`src/rtl/core/cedv_pkg.sv`:
```
// Types, codes and exp tables shared by the cascaded exponential damper.
package cedv_pkg;

  typedef struct packed {
    logic [1:0]         cmd;
    logic [39:0]        time_us;
    logic signed [31:0] vec_x;
    logic signed [31:0] vec_y;
    logic signed [31:0] vec_z;
  } in_t;

  typedef struct packed {
    logic signed [31:0] out_x;
    logic signed [31:0] out_y;
    logic signed [31:0] out_z;
    logic               settled;
  } out_t;

  localparam logic [1:0] CMD_SET_VALUE = 2'd0;
  localparam logic [1:0] CMD_SET_DEST  = 2'd1;
  localparam logic [1:0] CMD_INIT      = 2'd2;
  localparam logic [1:0] CMD_TICK      = 2'd3;

  localparam logic REG_TAU   = 1'b0;
  localparam logic REG_ORDER = 1'b1;

  localparam logic [31:0] TAU_RESET   = 32'd300000;
  localparam logic [2:0]  ORDER_RESET = 3'd3;

  localparam logic [32:0] GAP_COMP_MAX = 33'd65;
  localparam logic [14:0] GAP_SQ_MAX   = 15'd4294;

  localparam int DIV_W = 56;

  // exp(-i/16) in Q16
  function automatic logic [16:0] frac_exp(input logic [4:0] i);
    logic [16:0] v;
    case (i)
      5'd0:    v = 17'd65536;
      5'd1:    v = 17'd61565;
      5'd2:    v = 17'd57835;
      5'd3:    v = 17'd54331;
      5'd4:    v = 17'd51039;
      5'd5:    v = 17'd47947;
      5'd6:    v = 17'd45042;
      5'd7:    v = 17'd42313;
      5'd8:    v = 17'd39750;
      5'd9:    v = 17'd37341;
      5'd10:   v = 17'd35079;
      5'd11:   v = 17'd32954;
      5'd12:   v = 17'd30957;
      5'd13:   v = 17'd29081;
      5'd14:   v = 17'd27319;
      5'd15:   v = 17'd25664;
      default: v = 17'd24109;
    endcase
    return v;
  endfunction

  // exp(-n) in Q16
  function automatic logic [16:0] int_exp(input logic [3:0] n);
    logic [16:0] v;
    case (n)
      4'd0:    v = 17'd65536;
      4'd1:    v = 17'd24109;
      4'd2:    v = 17'd8869;
      4'd3:    v = 17'd3263;
      4'd4:    v = 17'd1200;
      4'd5:    v = 17'd442;
      4'd6:    v = 17'd162;
      4'd7:    v = 17'd60;
      4'd8:    v = 17'd22;
      4'd9:    v = 17'd8;
      4'd10:   v = 17'd3;
      4'd11:   v = 17'd1;
      default: v = 17'd0;
    endcase
    return v;
  endfunction

endpackage

```
`src/rtl/core/cedv_div.sv`:
```
// Restoring divider, one quotient bit per cycle: (dt << 16) / tau.
module cedv_div (
  input  logic                           clk,
  input  logic                           rst,
  input  logic                           start,
  input  logic [39:0]                    dt,
  input  logic [31:0]                    divisor,
  output logic                           done,
  output logic [cedv_pkg::DIV_W-1:0]     quot
);

  localparam int CW = $clog2(cedv_pkg::DIV_W);

  logic [31:0]               rem;
  logic [31:0]               dvs;
  logic [cedv_pkg::DIV_W-1:0] dq;
  logic [CW-1:0]             cnt;
  logic                      busy;
  logic [32:0]               trial;
  logic                      ge;

  assign trial = {rem, dq[cedv_pkg::DIV_W-1]};
  assign ge    = trial >= {1'b0, dvs};
  assign quot  = dq;

  always_ff @(posedge clk) begin
    if (rst) begin
      busy <= 1'b0;
      done <= 1'b0;
      cnt  <= '0;
    end else begin
      done <= 1'b0;
      if (start) begin
        busy <= 1'b1;
        cnt  <= '0;
        rem  <= '0;
        dvs  <= divisor;
        dq   <= {dt, 16'd0};
      end else if (busy) begin
        rem <= ge ? 32'(trial - {1'b0, dvs}) : trial[31:0];
        dq  <= {dq[cedv_pkg::DIV_W-2:0], ge};
        cnt <= cnt + 1'b1;
        if (cnt == CW'(cedv_pkg::DIV_W - 1)) begin
          busy <= 1'b0;
          done <= 1'b1;
        end
      end
    end
  end

endmodule

```
`src/rtl/core/cascaded_exponential_damper_vec3.sv`:
```
// Cascaded exponential damper for a 3-D Q16.16 vector, top level.
//
// Input channel in_valid/in_stall/in_data carries timestamped events; the
// output channel out_valid/out_stall/out_data carries at most one damped
// vector per event. in_stall is high from the accepted transaction until its
// work is done; an event is processed by one sequencer around a shared
// 33x17 multiplier.
// Processing: the first event (not started) records its time and gives nothing.
// With tau nonzero the sequencer waits on the divider (S_DIV), forms alpha
// (S_EMUL, S_AMUL, S_ALPHA), runs S_MUL and S_WR for each stage component and
// ends in S_FIN; with tau zero it skips the divider and the alpha steps.
// The serial divider takes most of an event's processing time.
// A finished result sits in an output register; the block accepts the next
// event while it waits, but holds its own next result in the finish state
// until the register is free, so a stalled receiver never loses data.
// Reset (rst, synchronous) clears the stages, the target and the start time,
// and loads tau = 300000 us and order = 3.
// Configuration: cfg_we writes cfg_data into register cfg_index (0 tau,
// 1 order); use it only while the block is idle, the block does not enforce this.
module cascaded_exponential_damper_vec3 #(
  parameter int MAX_STAGES = 5
) (
  input  logic            clk,
  input  logic            rst,
  input  logic            in_valid,
  output logic            in_stall,
  input  cedv_pkg::in_t   in_data,
  output logic            out_valid,
  input  logic            out_stall,
  output cedv_pkg::out_t  out_data,
  input  logic            cfg_we,
  input  logic            cfg_index,
  input  logic [31:0]     cfg_data
);

  localparam int SW = (MAX_STAGES > 1) ? $clog2(MAX_STAGES) : 1;

  localparam logic [2:0] S_IDLE  = 3'd0;
  localparam logic [2:0] S_DIV   = 3'd1;
  localparam logic [2:0] S_EMUL  = 3'd2;
  localparam logic [2:0] S_AMUL  = 3'd3;
  localparam logic [2:0] S_ALPHA = 3'd4;
  localparam logic [2:0] S_MUL   = 3'd5;
  localparam logic [2:0] S_WR    = 3'd6;
  localparam logic [2:0] S_FIN   = 3'd7;

  logic [2:0]         state;
  logic [31:0]        tau;
  logic [2:0]         order;
  logic signed [31:0] stage_val [MAX_STAGES][3];
  logic signed [31:0] target [3];
  logic signed [31:0] prev [3];
  logic [39:0]        last_time;
  logic [39:0]        now;
  logic [SW-1:0]      s;
  logic [1:0]         c;
  logic [16:0]        alpha;
  logic [3:0]         rk;
  logic [11:0]        rt;
  logic [3:0]         rn;
  logic               big;
  logic [49:0]        prod;
  logic               settled_acc;
  logic               comp_ok;
  logic [14:0]        sq_sum;

  logic               accept;
  logic [39:0]        dt;
  logic               div_start;
  logic               div_done;
  logic [cedv_pkg::DIV_W-1:0] quot;
  logic [16:0]        fa;
  logic [16:0]        fb;
  logic [16:0]        e_val;
  logic [32:0]        ma;
  logic [16:0]        mb;
  logic signed [31:0] src;
  logic signed [31:0] cur;
  logic signed [32:0] d;
  logic [32:0]        mag;
  logic               active;
  logic [32:0]        q;
  logic signed [32:0] newv33;
  logic signed [31:0] newv;
  logic signed [32:0] gd;
  logic [32:0]        gm;
  logic [13:0]        sq;
  logic               gm_ok;
  logic [14:0]        sum_next;
  logic               ok_next;
  logic               check;
  logic               out_free;
  logic               last_elem;

  assign in_stall = (state != S_IDLE);
  assign accept   = in_valid && !in_stall;
  assign dt       = (in_data.time_us >= last_time) ? in_data.time_us - last_time : 40'd0;
  assign div_start = accept && (last_time != 40'd0) && (tau != 32'd0);
  assign out_free = !out_valid || !out_stall;

  cedv_div u_div (
    .clk     (clk),
    .rst     (rst),
    .start   (div_start),
    .dt      (dt),
    .divisor (tau),
    .done    (div_done),
    .quot    (quot)
  );

  assign fa    = cedv_pkg::frac_exp({1'b0, rk});
  assign fb    = cedv_pkg::frac_exp({1'b0, rk} + 5'd1);
  assign e_val = fa - prod[28:12];

  assign src    = (s == '0) ? target[c] : prev[c];
  assign cur    = stage_val[s][c];
  assign d      = {cur[31], cur} - {src[31], src};
  assign mag    = d[32] ? 33'(-d) : 33'(d);
  assign active = ({1'b0, order} > 4'(s)) && (tau != 32'd0);
  assign q      = 33'((prod + 50'd32768) >> 16);
  assign newv33 = d[32] ? ({src[31], src} - $signed(q)) : ({src[31], src} + $signed(q));
  assign newv   = active ? newv33[31:0] : src;
  assign gd     = {newv[31], newv} - {src[31], src};
  assign gm     = gd[32] ? 33'(-gd) : 33'(gd);
  assign gm_ok  = gm <= cedv_pkg::GAP_COMP_MAX;
  assign sq     = {7'd0, gm[6:0]} * {7'd0, gm[6:0]};
  assign sum_next = ((c == 2'd0) ? 15'd0 : sq_sum) + {1'b0, sq};
  assign ok_next  = ((c == 2'd0) ? 1'b1 : comp_ok) && gm_ok;
  assign check    = (s == '0) || ({1'b0, order} > 4'(s));
  assign last_elem = (c == 2'd2) && (s == SW'(MAX_STAGES - 1));

  always_comb begin
    ma = mag;
    mb = alpha;
    unique case (state)
      S_EMUL: begin
        ma = 33'(fa - fb);
        mb = {5'd0, rt};
      end
      S_AMUL: begin
        ma = {16'd0, cedv_pkg::int_exp(rn)};
        mb = e_val;
      end
      default: begin
        ma = mag;
        mb = alpha;
      end
    endcase
  end

  always_ff @(posedge clk) begin
    if (rst) begin
      tau <= cedv_pkg::TAU_RESET;
      order <= cedv_pkg::ORDER_RESET;
    end else if (cfg_we) begin
      unique case (cfg_index)
        cedv_pkg::REG_TAU:   tau <= cfg_data;
        cedv_pkg::REG_ORDER: order <= cfg_data[2:0];
        default: ;
      endcase
    end
  end

  always_ff @(posedge clk) begin
    prod <= 50'(ma * mb);
    if (div_done) begin
      rk  <= quot[15:12];
      rt  <= quot[11:0];
      rn  <= quot[19:16];
      big <= (|quot[cedv_pkg::DIV_W-1:20]) || (quot[19:16] >= 4'd12);
    end
    if (state == S_ALPHA) begin
      alpha <= big ? 17'd0 : 17'((prod + 50'd32768) >> 16);
    end
    if (accept) begin
      now <= in_data.time_us;
    end
    if (state == S_WR) begin
      prev[c] <= newv;
      sq_sum  <= sum_next;
      comp_ok <= ok_next;
    end
  end

  always_ff @(posedge clk) begin
    if (rst) begin
      state       <= S_IDLE;
      last_time   <= '0;
      out_valid   <= 1'b0;
      s           <= '0;
      c           <= '0;
      settled_acc <= 1'b1;
      for (int i = 0; i < MAX_STAGES; i++) begin
        for (int j = 0; j < 3; j++) begin
          stage_val[i][j] <= '0;
        end
      end
      for (int j = 0; j < 3; j++) begin
        target[j] <= '0;
      end
    end else begin
      if (out_valid && !out_stall && (state != S_FIN)) begin
        out_valid <= 1'b0;
      end
      unique case (state)
        S_IDLE: begin
          if (accept) begin
            if (in_data.cmd == cedv_pkg::CMD_SET_VALUE) begin
              for (int i = 0; i < MAX_STAGES; i++) begin
                stage_val[i][0] <= in_data.vec_x;
                stage_val[i][1] <= in_data.vec_y;
                stage_val[i][2] <= in_data.vec_z;
              end
            end else if (in_data.cmd == cedv_pkg::CMD_SET_DEST) begin
              target[0] <= in_data.vec_x;
              target[1] <= in_data.vec_y;
              target[2] <= in_data.vec_z;
            end
            s <= '0;
            c <= '0;
            settled_acc <= 1'b1;
            if (last_time == 40'd0) begin
              last_time <= in_data.time_us;
            end else if (tau != 32'd0) begin
              state <= S_DIV;
            end else begin
              state <= S_MUL;
            end
          end
        end
        S_DIV: begin
          if (div_done) begin
            state <= S_EMUL;
          end
        end
        S_EMUL:  state <= S_AMUL;
        S_AMUL:  state <= S_ALPHA;
        S_ALPHA: state <= S_MUL;
        S_MUL:   state <= S_WR;
        S_WR: begin
          stage_val[s][c] <= newv;
          if (c == 2'd2 && check &&
              !(ok_next && (sum_next <= cedv_pkg::GAP_SQ_MAX))) begin
            settled_acc <= 1'b0;
          end
          if (last_elem) begin
            state <= S_FIN;
          end else begin
            state <= S_MUL;
            if (c == 2'd2) begin
              c <= '0;
              s <= s + 1'b1;
            end else begin
              c <= c + 1'b1;
            end
          end
        end
        S_FIN: begin
          if (out_free) begin
            out_valid <= 1'b1;
            out_data.settled <= settled_acc;
            if (settled_acc) begin
              for (int i = 0; i < MAX_STAGES; i++) begin
                for (int j = 0; j < 3; j++) begin
                  stage_val[i][j] <= target[j];
                end
              end
              out_data.out_x <= target[0];
              out_data.out_y <= target[1];
              out_data.out_z <= target[2];
            end else begin
              out_data.out_x <= prev[0];
              out_data.out_y <= prev[1];
              out_data.out_z <= prev[2];
              last_time <= now;
            end
            state <= S_IDLE;
          end
        end
        default: state <= S_IDLE;
      endcase
    end
  end

  a_done_in_div: assert property (@(posedge clk) disable iff (rst)
    div_done |-> (state == S_DIV))
    else $error("divider finished outside its wait state");

  a_out_from_fin: assert property (@(posedge clk) disable iff (rst)
    $rose(out_valid) |-> ($past(state) == S_FIN))
    else $error("result raised outside the finish step");

  a_settled_is_target: assert property (@(posedge clk) disable iff (rst)
    ($rose(out_valid) && out_data.settled) |->
      (out_data.out_x == target[0] && out_data.out_y == target[1] &&
       out_data.out_z == target[2]))
    else $error("settled result differs from target");

endmodule

```
`config.mk`:
```
export PLATFORM = sky130hd
export DESIGN_NAME = cascaded_exponential_damper_vec3
export DESIGN_NICKNAME = d
export VERILOG_FILES = /design/src/rtl/core/cedv_pkg.sv /design/src/rtl/core/cedv_div.sv /design/src/rtl/core/cascaded_exponential_damper_vec3.sv
export SDC_FILE = /design/constraint.sdc
export NUM_CORES = 2
export LEC_CHECK = 0
export ABC_AREA = 1
export BUFFER_PORTS_ARGS = -buffer_cell sky130_fd_sc_hd__clkbuf_2
export CAP_MARGIN = 15
export CORE_MARGIN = 1.5
export CORE_UTILIZATION = 35
export CTS_CLUSTER_DIAMETER = 150
export DETAILED_ROUTE_END_ITERATION = 12
export PLACE_DENSITY = 0.57
export SYNTH_ARGS = -nofsm -noshare
export SYNTH_HDL_FRONTEND = slang
export SYNTH_SLANG_ARGS = --single-unit
```
`constraint.sdc`:
```
create_clock -name clk -period 18.7 [get_ports clk]
set_input_delay 4.675 -clock clk [delete_from_list [all_inputs] [get_ports clk]]
set_output_delay 4.675 -clock clk [all_outputs]
set_load 0.05 [all_outputs]
```
## After elaboration in Yosys (flattened, before gate mapping)

Memories as Yosys holds them, arrays and structs flattened. A register that Yosys moved wholly into a read port is not among the register bits.
Cells that the tools add are included.

| storage, ports and cells | value |
|---|---|
| output and inout bits | 99 |
| RAM bits | 672 |
| word-level logic and storage cells | 279 |
| register bits | 452 |
| memories | 6 |
| bits of input ports | 176 |
| ROM bits | 784 |

| operators by class | value |
|---|---|
| add/subtract/negate cells | 16 |
| reductions and logical operators | 44 |
| magnitude comparators | 8 |
| multiplexer cells | 117 |
| equality and inequality tests | 21 |
| $mul | 2 |
| bitwise operators | 37 |

Memories:

| memory | depth | bits a word | rd ports | clocked after memory_dff | wr ports | RTL line | source |
|---|---|---|---|---|---|---|---|
| stage_val | 5 | 96 | 1 | 1 | 5 | cascaded_exponential_damper_vec3.sv:50 | `logic signed [31:0] stage_val [MAX_STAGES][3];` |
| (no name shown) | 16 | 17 | 1 | 0 | 0 | cedv_pkg.sv:38 | `case (i)` |
| (no name shown) | 16 | 17 | 1 | 1 | 0 | cedv_pkg.sv:38 |  |
| (no name shown) | 16 | 15 | 1 | 1 | 0 | cedv_pkg.sv:63 | `case (n)` |
| prev | 3 | 32 | 4 | 1 | 1 | cascaded_exponential_damper_vec3.sv:52 | `logic signed [31:0] prev [3];` |
| target | 3 | 32 | 4 | 1 | 3 | cascaded_exponential_damper_vec3.sv:51 | `logic signed [31:0] target [3];` |

Operators by type and width:

| cell | count |
|---|---|
| $mux W32 | 41 |
| $mux W96 | 4 |
| $mux W40 | 5 |
| $mux W56 | 2 |
| $reduce_or A96 Y1 | 1 |
| $pmux W40 S2 | 1 |
| $mux W33 | 2 |
| $neg A33 Y33 | 2 |
| $pmux W33 S2 | 1 |
| $sub A32 B32 Y33 | 2 |
| $bmux W32 S2 | 1 |
| $demux W32 S2 | 1 |
| $sub A32 B32 Y32 | 2 |
| $add A48 B16 Y48 const B | 1 |
| $mul A33 B17 Y48 | 1 |
| $ge A40 B40 Y1 | 1 |
| $logic_not A40 Y1 | 1 |
| $reduce_bool A40 Y1 | 1 |
| $sub A40 B40 Y40 | 1 |
| $reduce_or A36 Y1 | 1 |
| $pmux W17 S2 | 1 |
| $ge A33 B32 Y1 | 1 |
| $le A33 B7 Y1 const B | 1 |
| $mux W3 | 11 |
| 49 further kinds | 159 |

## Longest topological paths before layout

| depth | value |
|---|---|
| depth in word-level cells | 18 |
| mapped depth | 95 |
| depth with buffers taken out | 88 |

## Cells and area by module

A second synthesis with hierarchy kept.

| unflattened totals | value |
|---|---|
| cell total of the unflattened synthesis | 11153 |
| area, all modules | 96846.6 um^2 |

By module, submodules not included:

| module | times used | seq. area each (um^2) | cells each | area an instance (um^2) |
|---|---|---|---|---|
| cascaded_exponential_damper_vec3 | 1 | 38667.1 | 10090 | 88751.4 |
| cedv_div | 1 | 3763.6 | 1063 | 8095.3 |

## Worst setup path after synthesis

Ideal clock, no wire load.

| timing | value |
|---|---|
| path kind | input to register |
| from | in in_valid |
| to | reg u_div.dq (netlist bit u_div.quot[0]) (enable) |
| setup time | 0.656 ns |
| required time | 18.044 ns |
| path slack | 4.454 ns |
| buffers on the path | 1 |
| arrival time | 13.590 ns |
| stages | 7 |
| cells stage by stage | inv_1 nor2_1 inv_1 a21oi_1 nand2_1 clkbuf_1 o21ai_0 |

| between the ends | value |
|---|---|
| cells in the longest elaborated chain, start to end | 5 |

RTL lines:

| element | RTL line | source |
|---|---|---|
| from (decl) | cascaded_exponential_damper_vec3.sv:25 | `input logic in_valid,` |
| $logic_and A1 B1 Y1 | cascaded_exponential_damper_vec3.sv:96 | `assign accept = in_valid && !in_stall;` |
| via accept | cascaded_exponential_damper_vec3.sv:67 | `logic accept;` |
| $logic_and A1 B1 Y1 (2 in a row) | cascaded_exponential_damper_vec3.sv:98 | `assign div_start = accept && (last_time != 40'd0) && (tau != 32'd0);` |
| $reduce_bool A2 Y1 (no line) | -- |  |
| $reduce_and A2 Y1 (no line) | -- |  |
| to (signal assigned) | cedv_div.sv:38 | `dq <= {dt, 16'd0};` |
| to (signal assigned) | cedv_div.sv:41 | `dq <= {dq[cedv_pkg::DIV_W-2:0], ge};` |
| to (decl) | cedv_div.sv:16 | `logic [cedv_pkg::DIV_W-1:0] dq;` |

The timed path passes the listed nets, and every way through them passes these cells.
A chain may end at the register's enable or synchronous reset.

==> results.ini <==
[layout]
area_growth_pct=11.7
drive_gt1_share_pct=8.09
nNetsFinal=11600

[critical_path]
cp_slowest_stage_delay_ps=880
crit_family=compound AO/OA/AOI/OAI gates
ff2ff_path_depth=78
cp_common_cell=nand2_1
r2r-end=settled_acc$_SDFFE_PP1P_
criticalPathCategory=flop to flop
worstSetupEndpointType=flop
crit_arrival_ps=18070
path_buf_inv=13
cp.required_ps=19490
cp_slowest_cell=buf_4
crit_path_start_kind=flop
reg2reg_slack_ps=1420
worstPathMaxFanout=143

[sta]
tns_ps=0
post-route-period-util_pct=92.4
finalWorstSetupSlack_ps=1420
maxSlewHeadroom_pct=13.3
worst_pin_slew_ps=1300
rsz0062_at_grt=false
fmax_mhz=57.9
final-max-slew-violation-count=0
setup_viol=0
hold_viol_final=0
skew_ps=98.5
min_period_ps=17280

[route]
wirelength_microns=366000
drtPass1Iterations=6
viasPerCell=5.54
drtIter0Drc=9956
vias=78800
drc=0
ant_nets=0
drt-wirelength-per-cell_microns=25.8

[synth]
ys_ff_latch=1468
ys.flop_type=edfxtp_1
async_flop_share_pct=0
synth_edf_count=1303
syn_nets=11400
ys_seq_area_share_pct=44.8
synth_warnings=0
netlist_instances=10400
syn_area_sq_um=94700
synth.avg_cell_area_sq_um=9.11
synth_cell_types=73

[placed_design]
dp_hpwl_microns=258000
pre_cts_slack_ps=1860
port-buffer-count=274
place_congestion=1.02

[clock_network]
cts_buffer_depth=3
cts_buffers=162
postCtsSetupBuffers=0
clkTransAtPathRegs_ps=70
cts_tree=done
post_cts_resized=0
htree_levels=4
hold_buffers=0
clockRootBuffer=clkbuf_16
clk-insertion-delay-late_ps=880
cts.sinks=1468

[die]
io_pins=275
start_util_pct=35.3
rows=190
die_y_microns=523
dieArea_sq_um=274000
die_w_microns=523
core_region_area_sq_um=269000

[grt]
grt_usage_pct=26.4
gr-usage-met1_pct=34.9
use_met2_pct=40.7
grt_max_degree=194
grt_first_pass_wirelength_microns=528000
grt_pass1_vias=76800
gr-max-usage-layer=met2
antenna_found_initial=32
use_met3_pct=5.55
grt-ovfl-total=0

[hold_path]
hp-class=flop to flop
holdPathStages=0
hold_end=u_div.dvs[2]$_DFFE_PP_
hold_start=tau[2]$_SDFFE_PP0P_

[outcome]
status=finished, final reports clean

[job]
drv_cap=0

==> registers in the layout (all words and copies together), names as in the netlist, 3 cells and up, named ones only <==
| name | flops |
|---|---|
| now | 40 |
| fa | 17 |
| sq_sum | 15 |
| order | 3 |
| stage_val | 768 |
| rk | 4 |
| rn | 4 |
| prod | 36 |
| prev | 128 |
| u_div.rem | 32 |
| target | 96 |
| u_div.dvs | 32 |
| u_div.cnt | 6 |
| state | 3 |
| s | 3 |
| last_time | 40 |
| alpha | 17 |
| tau | 32 |
| rt | 12 |
| u_div.quot | 56 |
| out_data | 97 |
==> cell families (layout without fill, tap and decap cells) <==
kind of cell / Yosys count / in the layout / synth area share [%]
other: 0 / 13 / 0
AOI/OAI and AO/OA: 1922 / 1922 / 11.8
buffers and inverters: 1889 / 2138 / 7.57
adders and majority gates: 867 / 867 / 15.4
DFF: 1468 / 1468 / 44.8
muxes: 139 / 139 / 1.47
xor gates and xnor gates: 285 / 285 / 2.66
and+or+nand+nor: 3829 / 3829 / 16.3
==> worst max path at each step <==
stage | start | end | slack (ps) | cells past startpoint
after floorplan | in_valid | u_div.quot[0]$_SDFFCE_PP0P_ | 4450 | 7
after global placement | flop | settled_acc$_SDFFE_PP1P_ | 2000 | 80
after detailed placement | flop | settled_acc$_SDFFE_PP1P_ | 1860 | 79
after CTS | flop | settled_acc$_SDFFE_PP1P_ | 1780 | 79
after global routing | flop | settled_acc$_SDFFE_PP1P_ | 190 | 78
final | flop | settled_acc$_SDFFE_PP1P_ | 1420 | 78
==> placed cells by master, fill, tap and decap left out, types with 27 or more instances in the layout <==
cell	synthesis	final
clkinv_1	11	30
nand4_1	48	48
o21ai_1	51	29
clkinv_2	0	31
nor3_1	61	57
dfxtp_1	165	159
nor4_1	32	32
xnor2_1	120	120
o211ai_1	94	94
o21ai_2	2	27
clkbuf_16	0	168
edfxtp_1	1303	1303
fa_1	492	492
clkbuf_2	0	274
clkbuf_1	406	28
xor2_1	162	162
buf_4	3	150
o221ai_1	148	147
nand3_1	314	314
nor2_1	1039	1004
a21oi_1	493	492
mux2i_1	139	139
o21ai_0	846	842
ha_1	375	375
nand2_1	2250	2229
a31oi_1	72	72
inv_1	1388	1386
o32ai_1	53	53
==> worst reg2reg max path, delay by kind of cell (launching register included) <==
| kind | cells | cell delay [ps] |
|---|---|---|
| AO/OA/AOI/OAI | 26 | 5540 |
| adder cells (fa/ha/maj) | 7 | 2680 |
| AND/OR/NAND/NOR | 27 | 3570 |
| buffers and inverters | 13 | 3450 |
| flip-flops | 1 | 620 |
| XOR/XNOR | 4 | 780 |
| multiplexers | 1 | 540 |
==> synth_stat cells (162+ instances only) <==
cell,n,area [sq um]
nor2_1,1039,3900
nand2_1,2250,8450
fa_1,492,9850
a21oi_1,493,2470
xor2_1,162,1420
inv_1,1388,5210
ha_1,375,4690
clkbuf_1,406,1520
nand3_1,314,1570
o21ai_0,846,4230
dfxtp_1,165,3300
edfxtp_1,1303,39100
==> metal layers <==
layer / wire (microns) / vias up / share of wire [%]
li1: - / 34900 / -
met1: 146000 / 38800 / 40
met2: 161000 / 4315 / 44
met3: 37700 / 748 / 10
met4: 21300 / 18 / 5.8
met5: 117 / - / 0.032
==> layout make-up <==
cell class | count | area (sq um)
inverter | 1409 | 5300
antenna | 13 | 32.5
sequential | 1468 | 42500
clock buffer | 203 | 4400
multi-input combinational | 7042 | 45500
timing repair buffer | 431 | 2640
fill | 26600 | 163000
tap | 3552 | 4440
clock inverter | 95 | 1030
==> through the flow <==
stage / std cells / hold WS [ps] / util (%) / area, sq um
2_1_floorplan: 10400 / 408 / - / 94700
3_3_place_gp: 13900 / 413 / 37.4 / 100000
3_5_place_dp: 13900 / 423 / 37.4 / 100000
4_1_cts: 14200 / 438 / 39.4 / 106000
5_1_grt: 14200 / 446 / 39.4 / 106000
6_report: 14200 / 438 / 39.4 / 106000
Power is not shown: default switching activity piles up to over one toggle a cycle in this logic, so the estimate is an artifact.
